`config.mk`:
```
export PLATFORM = sky130hd
export DESIGN_NAME = section_index_allocator
export DESIGN_NICKNAME = d
export VERILOG_FILES = /design/src/rtl/core/sia_pkg.sv /design/src/rtl/core/section_index_allocator.sv
export SDC_FILE = /design/constraint.sdc
export NUM_CORES = 1
export LEC_CHECK = 0
export BUFFER_PORTS_ARGS = -buffer_cell sky130_fd_sc_hd__buf_2
export CORE_MARGIN = 8
export CORE_UTILIZATION = 57
export CTS_CLUSTER_SIZE = 28
export DETAILED_ROUTE_END_ITERATION = 8
export PLACE_DENSITY_LB_ADDON = 0.2
export SLEW_MARGIN = 10
export SYNTH_ARGS = -nofsm -noshare
export SYNTH_HDL_FRONTEND = slang
export SYNTH_SLANG_ARGS = --single-unit
```
`constraint.sdc`:
```
create_clock -name clk -period 4.7 [get_ports clk]
set_clock_uncertainty 0.05 [all_clocks]
set_input_delay 0.47 -clock clk [delete_from_list [all_inputs] [get_ports clk]]
set_output_delay 0.47 -clock clk [all_outputs]
set_load 0.05 [all_outputs]
```
`src/rtl/core/sia_pkg.sv`:
```
// Constants and codes for the section index allocator
`timescale 1ns / 1ps

package sia_pkg;

  // Pool sizing: indices are 6 bits, so the pool is capped at 64 slots
  localparam int unsigned MAX_SECTIONS = 64;
  localparam int unsigned SLOT_LIMIT   = 64;
  localparam int unsigned POOL_SIZE    = (MAX_SECTIONS < SLOT_LIMIT) ? MAX_SECTIONS
                                                                     : SLOT_LIMIT;
  localparam int unsigned IDX_W        = $clog2(SLOT_LIMIT);
  localparam int unsigned CNT_W        = $clog2(SLOT_LIMIT + 1);
  localparam int unsigned STATUS_W     = 3;

  typedef logic [IDX_W-1:0]    idx_t;
  typedef logic [CNT_W-1:0]    cnt_t;
  typedef logic [STATUS_W-1:0] status_t;

  // Request operations
  localparam logic OP_ALLOCATE = 1'b0;
  localparam logic OP_RELEASE  = 1'b1;

  // Response status codes
  localparam status_t ST_ALLOCATED    = 3'd0;
  localparam status_t ST_FULL         = 3'd1;
  localparam status_t ST_RELEASED     = 3'd2;
  localparam status_t ST_OUT_OF_RANGE = 3'd3;
  localparam status_t ST_ALREADY_FREE = 3'd4;

endpackage

```
`src/rtl/core/section_index_allocator.sv`:
```
// Section index allocator: LIFO free stack plus high-water counter
//
// Request channel (req_valid / req_stall): operation 0 allocates an index,
// operation 1 releases slot_index. A word is taken when req_valid is high
// and req_stall is low. Response channel (rsp_valid / rsp_stall): one word
// per request, carrying status and granted_index.
// Each request passes S_IDLE, where its accept launches reads of the free
// stack top and of the vacancy flag, and S_EXEC, which evaluates and writes
// back; the memories' registered reads need this split. The request side
// stalls in S_EXEC, and the response is registered as S_EXEC completes.
// The response sits in an output register, so a new request is accepted
// while an earlier response still waits to be taken. If the receiver keeps
// rsp_stall high, the block holds its result and stalls the request side.
// Reset (rst, synchronous) empties the free stack, clears the high-water
// count and clears the vacancy flags at once; no clearing pass is needed.
// The free stack contents are undefined until written.
`timescale 1ns / 1ps

module section_index_allocator
  import sia_pkg::*;
(
  input  logic    clk,
  input  logic    rst,
  input  logic    req_valid,
  output logic    req_stall,
  input  logic    operation,
  input  idx_t    slot_index,
  output logic    rsp_valid,
  input  logic    rsp_stall,
  output status_t status,
  output idx_t    granted_index
);

  localparam logic S_IDLE = 1'b0;
  localparam logic S_EXEC = 1'b1;

  logic state;
  logic op_code;
  idx_t op_idx;

  cnt_t free_depth, free_depth_next;
  cnt_t high_water, high_water_next;

  // Free stack memory
  idx_t stack_mem [SLOT_LIMIT];
  idx_t stack_q;
  idx_t stack_raddr;
  logic stack_we;
  idx_t stack_waddr;

  // Vacancy flags: memory plus per-entry valid bits cleared by reset
  logic                  vac_mem [SLOT_LIMIT];
  logic                  vac_q;
  logic [SLOT_LIMIT-1:0] vac_vld;
  logic                  vac_we;
  idx_t                  vac_waddr;
  logic                  vac_wdata;
  logic                  vacant;

  logic    req_take;
  logic    exec_fire;
  cnt_t    depth_dec;
  status_t status_next;
  idx_t    grant_next;

  assign req_stall = (state != S_IDLE);
  assign req_take  = req_valid && !req_stall;
  assign exec_fire = (state == S_EXEC) && (!rsp_valid || !rsp_stall);
  assign depth_dec = free_depth - cnt_t'(1);
  assign stack_raddr = depth_dec[IDX_W-1:0];
  assign vacant    = vac_vld[op_idx] & vac_q;

  // Memory ports: reads launched on accept, writes on completion
  always_ff @(posedge clk) begin
    if (req_take) begin
      stack_q <= stack_mem[stack_raddr];
      vac_q   <= vac_mem[slot_index];
    end
    if (stack_we) begin
      stack_mem[stack_waddr] <= op_idx;
    end
    if (vac_we) begin
      vac_mem[vac_waddr] <= vac_wdata;
    end
  end

  // Evaluate the request against the read data
  always_comb begin
    status_next     = ST_ALLOCATED;
    grant_next      = '0;
    free_depth_next = free_depth;
    high_water_next = high_water;
    stack_we        = 1'b0;
    stack_waddr     = free_depth[IDX_W-1:0];
    vac_we          = 1'b0;
    vac_waddr       = op_idx;
    vac_wdata       = 1'b0;
    if (op_code == OP_ALLOCATE) begin
      if (free_depth != '0) begin
        // pop the most recently released index
        grant_next      = stack_q;
        free_depth_next = depth_dec;
        vac_we          = exec_fire;
        vac_waddr       = stack_q;
        vac_wdata       = 1'b0;
      end else if (high_water < cnt_t'(POOL_SIZE)) begin
        // hand out a fresh index
        grant_next      = high_water[IDX_W-1:0];
        high_water_next = high_water + cnt_t'(1);
      end else begin
        status_next = ST_FULL;
      end
    end else begin
      if ({1'b0, op_idx} >= high_water) begin
        status_next = ST_OUT_OF_RANGE;
      end else if (vacant) begin
        status_next = ST_ALREADY_FREE;
      end else begin
        status_next = ST_RELEASED;
        // guarded push; a full stack cannot occur with distinct indices
        if (free_depth < cnt_t'(SLOT_LIMIT)) begin
          stack_we        = exec_fire;
          free_depth_next = free_depth + cnt_t'(1);
          vac_we          = exec_fire;
          vac_waddr       = op_idx;
          vac_wdata       = 1'b1;
        end
      end
    end
  end

  // Request capture
  always_ff @(posedge clk) begin
    if (req_take) begin
      op_code <= operation;
      op_idx  <= slot_index;
    end
  end

  // Control state and counters
  always_ff @(posedge clk) begin
    if (rst) begin
      state      <= S_IDLE;
      free_depth <= '0;
      high_water <= '0;
      vac_vld    <= '0;
    end else begin
      unique case (state)
        S_IDLE: begin
          if (req_take) begin
            state <= S_EXEC;
          end
        end
        S_EXEC: begin
          if (exec_fire) begin
            state      <= S_IDLE;
            free_depth <= free_depth_next;
            high_water <= high_water_next;
          end
        end
        default: state <= S_IDLE;
      endcase
      if (vac_we) begin
        vac_vld[vac_waddr] <= 1'b1;
      end
    end
  end

  // Response register
  always_ff @(posedge clk) begin
    if (rst) begin
      rsp_valid <= 1'b0;
    end else if (exec_fire) begin
      rsp_valid <= 1'b1;
    end else if (!rsp_stall) begin
      rsp_valid <= 1'b0;
    end
  end

  always_ff @(posedge clk) begin
    if (exec_fire) begin
      status        <= status_next;
      granted_index <= grant_next;
    end
  end

endmodule

```
# ---- Word-level counts from Yosys, hierarchy flattened
# Memory sizes are Yosys's and may differ from the RTL's. A register that Yosys moved wholly into a read port is not among the register bits.
# Index checks and enable logic that the tools add are counted.
dict set report totals {
  mem_count 2
  regBits 96
  mem_bits_ro 0
  word_cells 77
  out_inout_bits 11
  latch_bits 0
  ram_bits 448
  input_bits 11
}
# name words width rd rd_ports_with_merged_regs write_ports line
set memory_table {}
lappend memory_table {stack_mem 64 6 1 1 1 section_index_allocator.sv:45} ;# idx_t stack_mem [SLOT_LIMIT];
lappend memory_table {vac_mem 64 1 1 1 1 section_index_allocator.sv:52} ;# logic vac_mem [SLOT_LIMIT];
dict set report classes {
  mul 0
  order_cmp 6
  n_eq_ne 4
  n_div 0
  mux 37
  reduce_logical 11
  n_bitwise 5
  shifts 0
  addsub 3
}
# operator count
set op_table {}
lappend op_table {{$or A64 B64 Y64} 1}
lappend op_table {{$mux W7} 5}
lappend op_table {{$mux W6} 4}
lappend op_table {{$mux W1} 22}
lappend op_table {{$add A7 B1 Y7 const B} 2}
lappend op_table {{$lt A6 B7 Y1 const B} 2}
lappend op_table {{$lt A7 B7 Y1 const B} 2}
lappend op_table {{$mux W3} 3}
lappend op_table {{$ge A6 B7 Y1} 1}
lappend op_table {{$reduce_bool A7 Y1} 1}
lappend op_table {{$sub A7 B1 Y7 const B} 1}
lappend op_table {{$bmux W1 S6} 1}
lappend op_table {{$demux W1 S6} 1}
lappend op_table {{$ge A6 B1 Y1 const B} 1}
lappend op_table {{$reduce_and A6 Y1} 1}
lappend op_table {{$reduce_and A5 Y1} 1}
lappend op_table {{$ne A2 B1 Y1 const B} 2}
lappend op_table {{$ne A2 B2 Y1 const B} 2}
lappend op_table {{$logic_and A1 B1 Y1} 3}
lappend op_table {{$logic_not A1 Y1} 3}
lappend op_table {{$not A1 Y1} 3}
lappend op_table {{$pmux W1 S2} 1}
lappend op_table {{$reduce_bool A2 Y1} 1}
lappend op_table {{$and A1 B1 Y1} 1}
lappend op_table {{$logic_or A1 B1 Y1} 1}

# ---- Longest topological paths before layout
# Gate-level depths: netlist of the first run.
dict set report depth {
  depth_word 9
  mapped_depth 15
  ltp_nobuf 9
}

# ---- Worst setup path before layout of the first run
# OpenSTA, ideal clock, no wires.
dict set report synth_path {
  path_type {reg-to-reg}
  start {reg op_idx[0]}
  end {mem vac_mem[0], data pin}
  path_buffers 3
  arrival_time_ps 4522
  setup_time_ps 501
  t_required_ps 4149
  stages_incl_launch_ff 12
  path_slack_ps -373
  period_less_slack_ps 5073
  path_cell_list {edfxtp_1 buf_6 buf_8 inv_1 ha_1 nand2b_1 a21o_1 a21o_1 a211o_1 or3_4 buf_6 nor2_1}
}
dict set report synth_between {
  elab_chain_cells 6
  elab_cells_between_ends 7
  classes_between {order compare: 1; mux: 5; bitwise: 1}
}
# item line
set synth_rtl {}
lappend synth_rtl {{start, declared} section_index_allocator.sv:39} ;# idx_t op_idx;
lappend synth_rtl {{start signal, assigned} section_index_allocator.sv:136} ;# op_idx <= slot_index;
lappend synth_rtl {{$bmux W1 S6} section_index_allocator.sv:71} ;# assign vacant = vac_vld[op_idx] & vac_q;
lappend synth_rtl {{$mux W1 (implied by the code)} section_index_allocator.sv:71}
lappend synth_rtl {{$and A1 B1 Y1} section_index_allocator.sv:71}
lappend synth_rtl {{$mux W1} section_index_allocator.sv:116} ;# end else if (vacant) begin
lappend synth_rtl {{$mux W1 *} section_index_allocator.sv:114} ;# if ({1'b0, op_idx} >= high_water) begin
lappend synth_rtl {{$mux W1 *} section_index_allocator.sv:98} ;# if (op_code == OP_ALLOCATE) begin
lappend synth_rtl {{named net vac_wdata} section_index_allocator.sv:57} ;# logic vac_wdata;
lappend synth_rtl {{end, declared} section_index_allocator.sv:52}
# The timed path passes the listed nets; every way through them passes the cells marked *. The select of a mux whose other input is x is not followed.

# ---- Worst setup path after layout of the first run
dict set report layout_path {
  start {reg op_idx[2]}
  end {mem stack_mem[8][0] (netlist name), enable pin}
}
dict set report layout_between {
  elab_chain_cells 8
  elab_cells_between_ends 9
  classes_between {order compare: 1; mux: 7; bitwise: 1}
}
# item line
set layout_rtl {}
lappend layout_rtl {{$bmux W1 S6} section_index_allocator.sv:71}
lappend layout_rtl {{$mux W1 (implied by the code)} section_index_allocator.sv:71}
lappend layout_rtl {{$and A1 B1 Y1} section_index_allocator.sv:71}
lappend layout_rtl {{$mux W1} section_index_allocator.sv:116}
lappend layout_rtl {{$mux W1 *} section_index_allocator.sv:114}
lappend layout_rtl {{$mux W1 *} section_index_allocator.sv:98}
lappend layout_rtl {{$mux W1 *} section_index_allocator.sv:79} ;# if (stack_we) begin
lappend layout_rtl {{$mux W1 (implied by the code) *} section_index_allocator.sv:80} ;# stack_mem[stack_waddr] <= op_idx;
lappend layout_rtl {{end, declared} section_index_allocator.sv:45}
# Every way passes the cells marked *; elsewhere a longest branch is shown, timed or not. The select of a mux whose other input is x is not followed.

==> results of run 1 <==
[timing repair]
item	4_1_cts	5_1_grt
hold endpoints to repair	2	0
hold buffers	2	0
gates resized for setup	0	0
[cell families after synthesis]
family | share of synthesized area [%]
flip-flops | 70.27
AO/OA/AOI/OAI | 3.937
buffers and inverters | 1.809
AND/OR/NAND/NOR | 6.416
adder cells (fa/ha/maj) | 0.5026
XOR/XNOR | 0.3518
multiplexers | 16.71
[through the flow]
stage	utilization [%]	setup WS (ps)	hold slack (ps)	cell area, um^2	instances
after floorplan	-	187.7	365.0	22410	1254
after global placement	59.70	811.1	380.1	23120	1749
after detailed placement	59.70	740.6	386.1	23120	1749
after CTS	64.44	739.4	37.48	24960	1853
after global routing	64.44	392.9	43.62	24960	1853
final	64.44	674.0	56.91	24960	1853
[cell usage in the layout, fill, tap and decap left out, types with 6 or more instances in the layout]
cell	count
a21oi_1	9
a22o_1	7
buf_2	21
buf_4	32
clkbuf_1	8
clkbuf_16	58
clkinv_1	13
clkinv_2	8
dfxtp_1	79
edfxtp_1	471
ha_1	8
inv_1	12
mux4_2	163
nand2_1	51
nand2b_1	9
nand3_1	26
nand3b_1	7
nand4_1	11
nor2_1	153
nor3_1	15
nor4_1	10
o21ai_0	8
o2bb2ai_1	48
o41ai_1	12
or3_1	6
xnor2_1	6
[layer usage]
metal / wire length, um / part of all wire (%) / vias to the layer above / global-route usage (%)
met4: 1541 / 3.1 / 6 / 7.335
met2: 23490 / 48 / 484 / 33.46
met3: 3815 / 7.8 / 110 / 4.810
li1: - / - / 5153 / -
met1: 20310 / 41 / 6170 / 29.83
met5: 44 / 0.089 / - / 0
[registers in the layout, indices dropped and copies added, names as in the netlist]
signal	count
high_water	7
vac_q	1
status	3
rsp_valid	1
vac_vld	64
op_idx	6
free_depth	7
granted_index	6
vac_mem	64
op_code	1
stack_q	6
stack_mem	384
req_stall	1
[power by group through the flow]
stage	Clock [mW]	Combinational [mW]	Sequential, mW
5_1_grt	4.63	2.27	5.51
3_5_place_dp	0	2.15	5.61
4_1_cts	4.44	2.16	5.50
6_report	4.38	2.15	5.51
2_1_floorplan	0	1.46	5.60
3_3_place_gp	0	2.13	5.61
[worst max-delay path: stages (launching register included)]
cell and delay (ps):
edfxtp_1 700, mux4_2 570, o311ai_1 260, nor4_1 80, and3_1 240, nor4_2 580, nand2_1 560, nor2_1 590
[worst max path at each step]
| stage | start | end | slack (ps) | depth (start not counted) |
|---|---|---|---|---|
| 2_1_floorplan | free_depth[0]$_SDFFE_PP0P_ | stack_q[0]$_DFFE_PP_ | 190 | 12 |
| 3_3_place_gp | op_idx[2]$_DFFE_PP_ | stack_mem[55][3]$_DFFE_PP_ | 810 | 7 |
| 3_5_place_dp | op_idx[2]$_DFFE_PP_ | stack_mem[31][3]$_DFFE_PP_ | 740 | 7 |
| 4_1_cts | op_idx[2]$_DFFE_PP_ | stack_mem[31][3]$_DFFE_PP_ | 740 | 7 |
| 5_1_grt | op_idx[0]$_DFFE_PP_ | stack_mem[8][0]$_DFFE_PP_ | 390 | 8 |
| 6_report | op_idx[2]$_DFFE_PP_ | stack_mem[8][0]$_DFFE_PP_ | 670 | 7 |
[layout make-up]
type                    count  area, um^2  share of cell area [%]
flip-flops and latches    551       15750                   63.09
multi-input cells         611        6290                   25.20
clock buffers              68        1509                   6.045
well taps                 518       648.1                   2.596
repair buffers             57       405.4                   1.624
clock inverters            34       307.8                   1.233
inverters                  14       52.55                  0.2105
==> results by group, run 1 <==
Route
  • Routed vias: 11920
  • Drt initial violations: 1115
  • Avg WL per Cell: 26.56 um
  • Antenna-violating nets left: 0
  • Drt pass-1 iters: 5
  • Vias per Instance: 6.434
  • Final Routed Wirelength: a little under 50000 um
  • Drt drc: 0

Yosys
  • Primary FF master, synth: edfxtp_1
  • Yosys warning total: 0
  • Largest cells by area after synthesis: edfxtp_1 63%, mux4_2 16%, dfxtp_1 7.1%
  • Syn_nets: 1274
  • Synthesized area: 22410 um^2
  • Register bit total from synthesis: 551
  • Post-synth top area share: between 60% and 70%
  • Seq/Total Area, Yosys: 70.27%
  • Most common cell in the synthesized netlist: edfxtp_1
  • Post-synth ARST share: 0%
  • Avg Cell Area, Syn: roughly 18 um^2
  • Synthesized instance count: 1254
  • Post-synth top cells: 471 x edfxtp_1, 163 x mux4_2, 154 x nor2_1
  • Synth cell types: 56
  • Synth area leader: edfxtp_1
  • Post-synth EDFFs: 471

Clock network
  • Htree depth: 2
  • Root buf cell: clkbuf_16
  • Clock tree buffer depth: 3
  • CTS buffer count: 55
  • Clock sinks: 551
  • Clock transition at path regs: approximately 60 ps
  • Post-CTS setup buffer count: 0
  • CTS tree: built
  • Clk_lat worst skew: approximately 610 ps

Critical path
  • CP Class: flip-flop to flip-flop
  • Worst Reg2Reg Path Length in Cells: 7
  • Critical Path AT: 4210 ps
  • R2r setup slk: 670 ps
  • CP endpoint kind: flip-flop
  • FF-to-FF Start: op_idx[2]$_DFFE_PP_
  • Worst path required time: between 4000 and 5000 ps
  • Startpoint types: flip-flop
  • Crit-path max FO: 12
  • Reg-to-Reg End: stack_mem[8][0]$_DFFE_PP_

Power and ir drop
  • P_sw: 3.132 mW
  • Flop pwr share: 45.7%
  • Sw Ratio: between 20% and 30%
  • P_int: 8.904 mW
  • Leakage: roughly 7.7 nW
  • Worst IR Drop VDD: approximately 0.00036 V
  • PwrDens: 482.2 nW/um^2
  • Combinational Power Share: 17.9%
  • Pwr Total: 12.04 mW
  • Clk pwr share: 36.4%

STA
  • Worst-Margin Slew: 895.3 ps
  • Final min period: 4026 ps
  • Fmax achieved: 248.4 MHz
  • Endpoints failing hold: 0
  • Post-Route Setup TNS: 0 ps
  • RSZ-0062 raised after global routing: no
  • Final Cycle Share: between 80% and 90%
  • Relative max-transition margin: 40.15%
  • Finish-stage setup viols: 0
  • Pins over their slew limit: 0

Placement
  • Final Wtd Congestion: 0.8308
  • IO Port Bufs: 21
  • DP HPWL: 30450 um

Min path
  • HP Start: slot_index[4]
  • Hold Path Class: primary input to flip-flop
  • Hold Crit Endpoint: op_idx[4]$_DFFE_PP_
  • Hold depth: 1

Global routing
  • Vias in the first global route: roughly 12000
  • Largest net degree at the start of global routing: 108
  • First-pass GRT wire length: 75350 um
  • Total GRT Usage: a little over a fifth
  • Gr ovfl total: 0
  • Initial antenna violation count: 3

Final layout
  • Fin nets: 1310
  • Synth-to-layout area growth: 11.41%
  • Share of cells above drive strength 1: between 20% and 30%
  • # fillers: 2661
  • N_diodes: 0

Floorplanning
  • IO Pins: 22
  • Die area: 45910 um^2
  • Std-Cell Rows: 72
  • Initial Utilization: 57.84%
  • Chip Width: 214.3 um
  • Placeable Area: between 30000 and 40000 um^2
  • Die H: ~210 um

Run
  • Max cap viols: 0

Run status
  • Run status: completed
Power figures use the tool's default switching activity.
==> inputs of run 2 (changes only) <==
--- a/config.mk
+++ b/config.mk
@@ -7,10 +7,11 @@
 export LEC_CHECK = 0
 export BUFFER_PORTS_ARGS = -buffer_cell sky130_fd_sc_hd__buf_2
 export CORE_MARGIN = 8
-export CORE_UTILIZATION = 57
+export CORE_UTILIZATION = 40
 export CTS_CLUSTER_SIZE = 28
 export DETAILED_ROUTE_END_ITERATION = 8
 export PLACE_DENSITY_LB_ADDON = 0.2
+export REMOVE_ABC_BUFFERS = 1
 export SLEW_MARGIN = 10
 export SYNTH_ARGS = -nofsm -noshare
 export SYNTH_HDL_FRONTEND = slang
==> results by group, run 2 (synthesized netlist as in run 1, its figures left out) <==
Run status
  • Run status: completed (unchanged)

Clock network
  • Clock transition at path regs: 60 ps (about the same)
  • Htree depth: 2 (unchanged)
  • CTS buffer count: 56 (was 55)
  • Clk_lat worst skew: 610 ps (about the same)
  • Cts repair resizes: 0 (unchanged)
  • CTS tree: built (unchanged)
  • Root buf cell: clkbuf_16 (unchanged)
  • Clock tree buffer depth: 3 (unchanged)
  • Clock sinks: 551 (unchanged)

Power and ir drop
  • Leakage: 7.715 nW (was 7.696 nW)
  • Worst IR Drop VDD: 0.0003539 V (was 0.0003639 V)
  • PwrDens: 477.0 nW/um^2 (was 482.2 nW/um^2)

Route
  • Drt pass-1 iters: 5 (unchanged)
  • Vias per Instance: 5.590 (was 6.434)
  • Routed vias: 11670 (was 11920)
  • Drt drc: 0 (unchanged)
  • Avg WL per Cell: 24.57 um (was 26.56 um)
  • Drt initial violations: 950 (was 1115)
  • Antenna-violating nets left: 0 (unchanged)
  • Final Routed Wirelength: 51270 um (was 49210 um)

Run
  • Max cap viols: 0 (unchanged)

Final layout
  • Fin nets: 1311 (was 1310)
  • Reg with most FFs: stack_mem (unchanged)
  • Final Util: 45.81% (was 64.44%)
  • Commonest non-fill, non-tap cells in the layout: 471 x edfxtp_1, 163 x mux4_2, 153 x nor2_1 (unchanged)
  • Max reg flops: 384 (unchanged)
  • Biggest regs: stack_mem (384), vac_mem (64), vac_vld (64) (unchanged)
  • N_diodes: 0 (unchanged)
  • # fillers: 4666 (was 2661)
  • Most common cell after layout, fill and taps aside: edfxtp_1 (unchanged)
  • Share of cells above drive strength 1: 23.97% (was 23.67%)
  • Synth-to-layout area growth: 12.86% (was 11.41%)
  • Reg area: 15750 um^2 (unchanged)
  • Multi-input gate area: 6295 um^2 (was 6290 um^2)

Floorplanning
  • Initial Utilization: 40.59% (was 57.84%)
  • Std-Cell Rows: 86 (was 72)
  • Placeable Area: 55200 um^2 (was 38740 um^2)
  • Die H: 252.7 um (was 214.3 um)
  • IO Pins: 22 (unchanged)
  • Chip Width: 252.7 um (was 214.3 um)
  • Die area: 63840 um^2 (was 45910 um^2)

Global routing
  • Gr ovfl total: 0 (unchanged)
  • Total GRT Usage: 16.20% (was 21.43%)
  • Largest net degree at the start of global routing: 100 (was 108)
  • Vias in the first global route: 11980 (was 11970)
  • First-pass GRT wire length: 78550 um (was 75350 um)
  • Initial antenna violation count: 0 (was 3)

Critical path
  • Startpoint types: flip-flop (unchanged)
  • CP Class: flip-flop to flip-flop (unchanged)
  • Critical Path AT: 4310 ps (was 4210 ps)
  • Worst path required time: 4880 ps (about the same)
  • CP endpoint kind: flip-flop (unchanged)
  • Crit-path max FO: 11 (was 12)

Placement
  • IO Port Bufs: 21 (unchanged)
  • Final Wtd Congestion: 0.8056 (was 0.8308)
  • Post-Place Setup Slack: 561.9 ps (was 740.6 ps)
  • DP HPWL: 32400 um (was 30450 um)

STA
  • Endpoints failing hold: 0 (unchanged)
  • Relative max-transition margin: 31.50% (was 40.15%)
  • Pins over their slew limit: 0 (unchanged)
  • Fmax achieved: 242.6 MHz (was 248.4 MHz)
  • Hold slack final: 69.16 ps (was 56.91 ps)
  • Worst setup margin: 577.1 ps (was 674.0 ps)
  • Worst-Margin Slew: 1027 ps (was 895.3 ps)
  • Final Cycle Share: 87.72% (was 85.66%)
  • Finish-stage setup viols: 0 (unchanged)
  • Post-Route Setup TNS: 0 ps (unchanged)
  • RSZ-0062 raised after global routing: no (unchanged)
  • Final min period: 4123 ps (was 4026 ps)

Min path
  • Hold Path Class: primary input to flip-flop (unchanged)
==> run 2: cell types whose count changed in the layout (fill, tap and decap cells not counted), sizes merged <==
| cell | change |
|---|---|
| bufinv | -1 |
| clkbuf | +5 |
| clkinv | +3 |
| clkinvlp | -1 |
| inv | -2 |
==> run 2: timing repair <==
action | 4_1_cts | 5_1_grt
setup buffers | 0 | 0
hold buffers | 2 | 0
hold endpoints to repair | 2 | 0
==> run 2: path summary, 6_finish.rpt <==
path / end / slack [ps] / from / depth (start not counted)
min: rsp_valid$_SDFFE_PP0P_ / 70 / rsp_stall / 3
max: stack_mem[55][4]$_DFFE_PP_ / 580 / op_idx[0]$_DFFE_PP_ / 9
max reg2reg: stack_mem[55][4]$_DFFE_PP_ / 580 / op_idx[0]$_DFFE_PP_ / 9
min reg2reg: vac_vld[24]$_SDFFE_PP0P_ / 410 / vac_vld[24]$_SDFFE_PP0P_ / 2
==> run 2: cell type report <==
cell class | instances | area share (%)
clock buffer | 73 | 5.953
clock inverter | 33 | 1.207
inverter | 14 | 0.2078
multi-input combinational | 611 | 24.89
sequential | 551 | 62.28
tap | 748 | 3.701
timing repair buffer | 57 | 1.752
==> run 2: worst max-delay path, stage by stage, from the launching register on <==
cell and delay (ps):
edfxtp_1 690, inv_1 210, ha_1 320, nand2b_1 140, a21o_1 170, a21o_1 180, a211o_1 300, or3_4 420
or3_1 710, nor2_1 550
==> run 2: power breakdown <==
group	switching [mW]	internal (mW)	leakage [nW]
logic	1.24	0.969	1.92
registers	0.0949	5.41	4.91
clock network	1.86	2.49	0.892
total	3.20	8.86	7.71
==> run 2: stage by stage <==
stage          cells  area [um^2]  total power [mW]
2_1_floorplan   1176        22050             7.117
3_3_place_gp    1979        23460             7.819
3_5_place_dp    1979        23460             7.824
4_1_cts         2087        25290             12.18
5_1_grt         2087        25290             12.49
6_report        2087        25290             12.06
==> run 2: per-layer routing <==
layer,vias to the layer above,part of all wire [%],global-route usage [%]
met4,0,1.7,3.571
met2,333,47,25.59
li1,5166,-,-
met3,60,6.2,3.752
met1,6107,45,22.77
met5,-,0,0
==> inputs of run 3 (changes only) <==
--- a/config.mk
+++ b/config.mk
@@ -5,8 +5,9 @@
 export SDC_FILE = /design/constraint.sdc
 export NUM_CORES = 1
 export LEC_CHECK = 0
+export ABC_CLOCK_PERIOD_IN_PS = 4700
 export BUFFER_PORTS_ARGS = -buffer_cell sky130_fd_sc_hd__buf_2
-export CORE_MARGIN = 8
+export CORE_MARGIN = 4
 export CORE_UTILIZATION = 40
 export CTS_CLUSTER_SIZE = 28
 export DETAILED_ROUTE_END_ITERATION = 8
==> results by group, run 3 (synthesized netlist as in run 1, its figures left out) <==
Floorplanning
  • Std-Cell Rows: 86 (unchanged)
  • IO Pins: 22 (unchanged)
  • Placeable Area: 55310 um^2 (was 55200 um^2)
  • Die area: 59860 um^2 (was 63840 um^2)
  • Chip Width: 244.7 um (was 252.7 um)
  • Initial Utilization: 40.51% (was 40.59%)
  • Die H: 244.7 um (was 252.7 um)

STA
  • Pins over their slew limit: 0 (unchanged)
  • Worst setup margin: 302.6 ps (was 577.1 ps)
  • Finish-stage setup viols: 0 (unchanged)
  • Final min period: 4397 ps (was 4123 ps)
  • Fmax achieved: 227.4 MHz (was 242.6 MHz)
  • Final Cycle Share: 93.56% (was 87.72%)
  • Endpoints failing hold: 0 (unchanged)
  • Worst-Margin Slew: 956.2 ps (was 1027 ps)
  • RSZ-0062 raised after global routing: no (unchanged)
  • Relative max-transition margin: 36.26% (was 31.50%)

Final layout
  • Fin area: 25350 um^2 (was 25290 um^2)
  • Max reg flops: 384 (unchanged)
  • N_diodes: 0 (unchanged)
  • # fillers: 4727 (was 4666)
  • Reg with most FFs: stack_mem (unchanged)
  • Final Util: 45.83% (was 45.81%)
  • Fin nets: 1315 (was 1311)
  • Non-Filler Instances: 2088 (was 2087)
  • Most common cell after layout, fill and taps aside: edfxtp_1 (unchanged)
  • Commonest non-fill, non-tap cells in the layout: 471 x edfxtp_1, 163 x mux4_2, 153 x nor2_1 (unchanged)
  • Share of cells above drive strength 1: 24.33% (was 23.97%)
  • Synth-to-layout area growth: 13.13% (was 12.86%)
  • Biggest regs: stack_mem (384), vac_mem (64), vac_vld (64) (unchanged)

Clock network
  • Clock sinks: 551 (unchanged)
  • Htree depth: 2 (unchanged)
  • Clock transition at path regs: 60 ps (about the same)
  • Cts repair resizes: 0 (unchanged)
  • Clock tree buffer depth: 3 (unchanged)
  • Root buf cell: clkbuf_16 (unchanged)
  • Clk_lat worst skew: 610 ps (about the same)
  • CTS buffer count: 56 (unchanged)
  • CTS tree: built (unchanged)

Route
  • Antenna-violating nets left: 0 (unchanged)
  • Drt initial violations: 1267 (was 950)
  • Drt pass-1 iters: 5 (unchanged)
  • Drt drc: 0 (unchanged)
  • Avg WL per Cell: 24.79 um (was 24.57 um)
  • Routed vias: 11880 (was 11670)
  • Final Routed Wirelength: 51770 um (was 51270 um)
  • Vias per Instance: 5.688 (was 5.590)

Power and ir drop
  • Sw Ratio: 26.27% (was 26.51%)
  • Clk pwr share: 36.8% (was 36.1%)
  • Combinational Power Share: 18.2% (was 18.3%)
  • Leakage: 7.738 nW (was 7.715 nW)
  • P_int: 9.010 mW (was 8.864 mW)
  • Worst IR Drop VDD: 0.0002728 V (was 0.0003539 V)
  • Pwr Total: 12.22 mW (was 12.06 mW)
  • PwrDens: 482.1 nW/um^2 (was 477.0 nW/um^2)
  • Flop pwr share: 45.0% (was 45.6%)
  • P_sw: 3.211 mW (was 3.198 mW)

Placement
  • DP HPWL: 32340 um (was 32400 um)
  • IO Port Bufs: 21 (unchanged)
  • Post-place instance area: 23450 um^2 (was 23460 um^2)
  • Placed instance count: 1982 (was 1979)
  • Post-Place Setup Slack: -71.60 ps (was 561.9 ps)
  • Final Wtd Congestion: 0.7962 (was 0.8056)

Critical path
  • Critical Path AT: 4580 ps (was 4310 ps)
  • Startpoint types: flip-flop (unchanged)
  • Worst path required time: 4880 ps (about the same)
  • CP Class: flip-flop to flip-flop (unchanged)
  • CP endpoint kind: flip-flop (unchanged)
  • Crit-path max FO: 16 (was 11)
  • Worst Reg2Reg Path Length in Cells: 7 (was 9)

Global routing
  • First-pass GRT wire length: 79270 um (was 78550 um)
  • Total GRT Usage: 17.47% (was 16.20%)
  • Gr ovfl total: 0 (unchanged)
  • Largest net degree at the start of global routing: 108 (was 100)
  • Initial antenna violation count: 0 (unchanged)
  • Vias in the first global route: 12010 (was 11980)

Run
  • Max cap viols: 0 (unchanged)

Min path
  • Hold Path Class: primary input to flip-flop (unchanged)
  • Hold depth: 1 (was 3)

Run status
  • Run status: completed (unchanged)
==> run 3: changes by cell type in the layout (fill, tap and decap cells not counted), moves of 2 or more <==
cell        before  now
clkinv_2        16   11
inv_6            2    0
clkbuf_1        13    8
buf_12           5    3
clkinv_4         0    3
buf_4           29   35
clkbuf_8         4    2
bufinv_16        4    7
clkinvlp_4       2    5
==> run 3: final timing paths <==
| path | start | slack, ps | to |
|---|---|---|---|
| worst max-delay path | op_idx[1]$_DFFE_PP_ | 300 | stack_mem[25][3]$_DFFE_PP_ |
| worst min-delay path | slot_index[4] | 70 | op_idx[4]$_DFFE_PP_ |
| worst max register to register | op_idx[1]$_DFFE_PP_ | 300 | stack_mem[25][3]$_DFFE_PP_ |
| worst min register to register | vac_vld[21]$_SDFFE_PP0P_ | 410 | vac_vld[21]$_SDFFE_PP0P_ |
==> run 3: metal layers <==
layer  share of wire, %  global-route usage, %  up-vias
li1                   -                      -     5177
met1                 46                  26.47     6265
met2                 46                  26.47      363
met3                6.0                  3.299       72
met4                1.9                  4.061        0
met5                  0                      0        -
==> run 3: critical path, cell delays in order, from the launching register on <==
cell and delay [ps]:
edfxtp_1 900, mux4_2 590, or3_1 320, o2111a_2 210, nor4_2 650, nand4_1 480, buf_4 350, nor2_1 460
==> run 3: timing repair <==
action                                 CTS  global route
endpoints found under the hold margin    2             0
setup endpoints to repair               42             0
setup buffers                            1             0
hold buffers                             2             0
==> run 3: metrics by stage <==
| step | hold WS [ps] | setup TNS, ps |
|---|---|---|
| final | 68.37 | 0 |
| after global routing | 43.04 | 0 |
| after CTS | 24.16 | 0 |
| after detailed placement | 390.9 | -1595 |
| after global placement | 391.9 | 0 |
| after floorplan | 365.0 | -800840 |
==> run 3: layout make-up <==
class,count,area (um^2),area share [%]
Sequential cell,551,15750,62.13
Multi-Input combinational cell,611,6295,24.83
Clock buffer,67,1484,5.854
Tap cell,748,935.9,3.692
Timing Repair Buffer,61,447.9,1.767
Clock inverter,36,384.1,1.515
Inverter,14,52.55,0.2073
==> run 3: power groups by stage <==
stage	combinational [mW]	clock, mW	sequential [mW]
2_1_floorplan	1.41	0	5.70
3_3_place_gp	2.24	0	5.60
4_1_cts	2.26	4.61	5.49
3_5_place_dp	2.24	0	5.60
6_report	2.22	4.50	5.50
5_1_grt	2.37	4.83	5.50
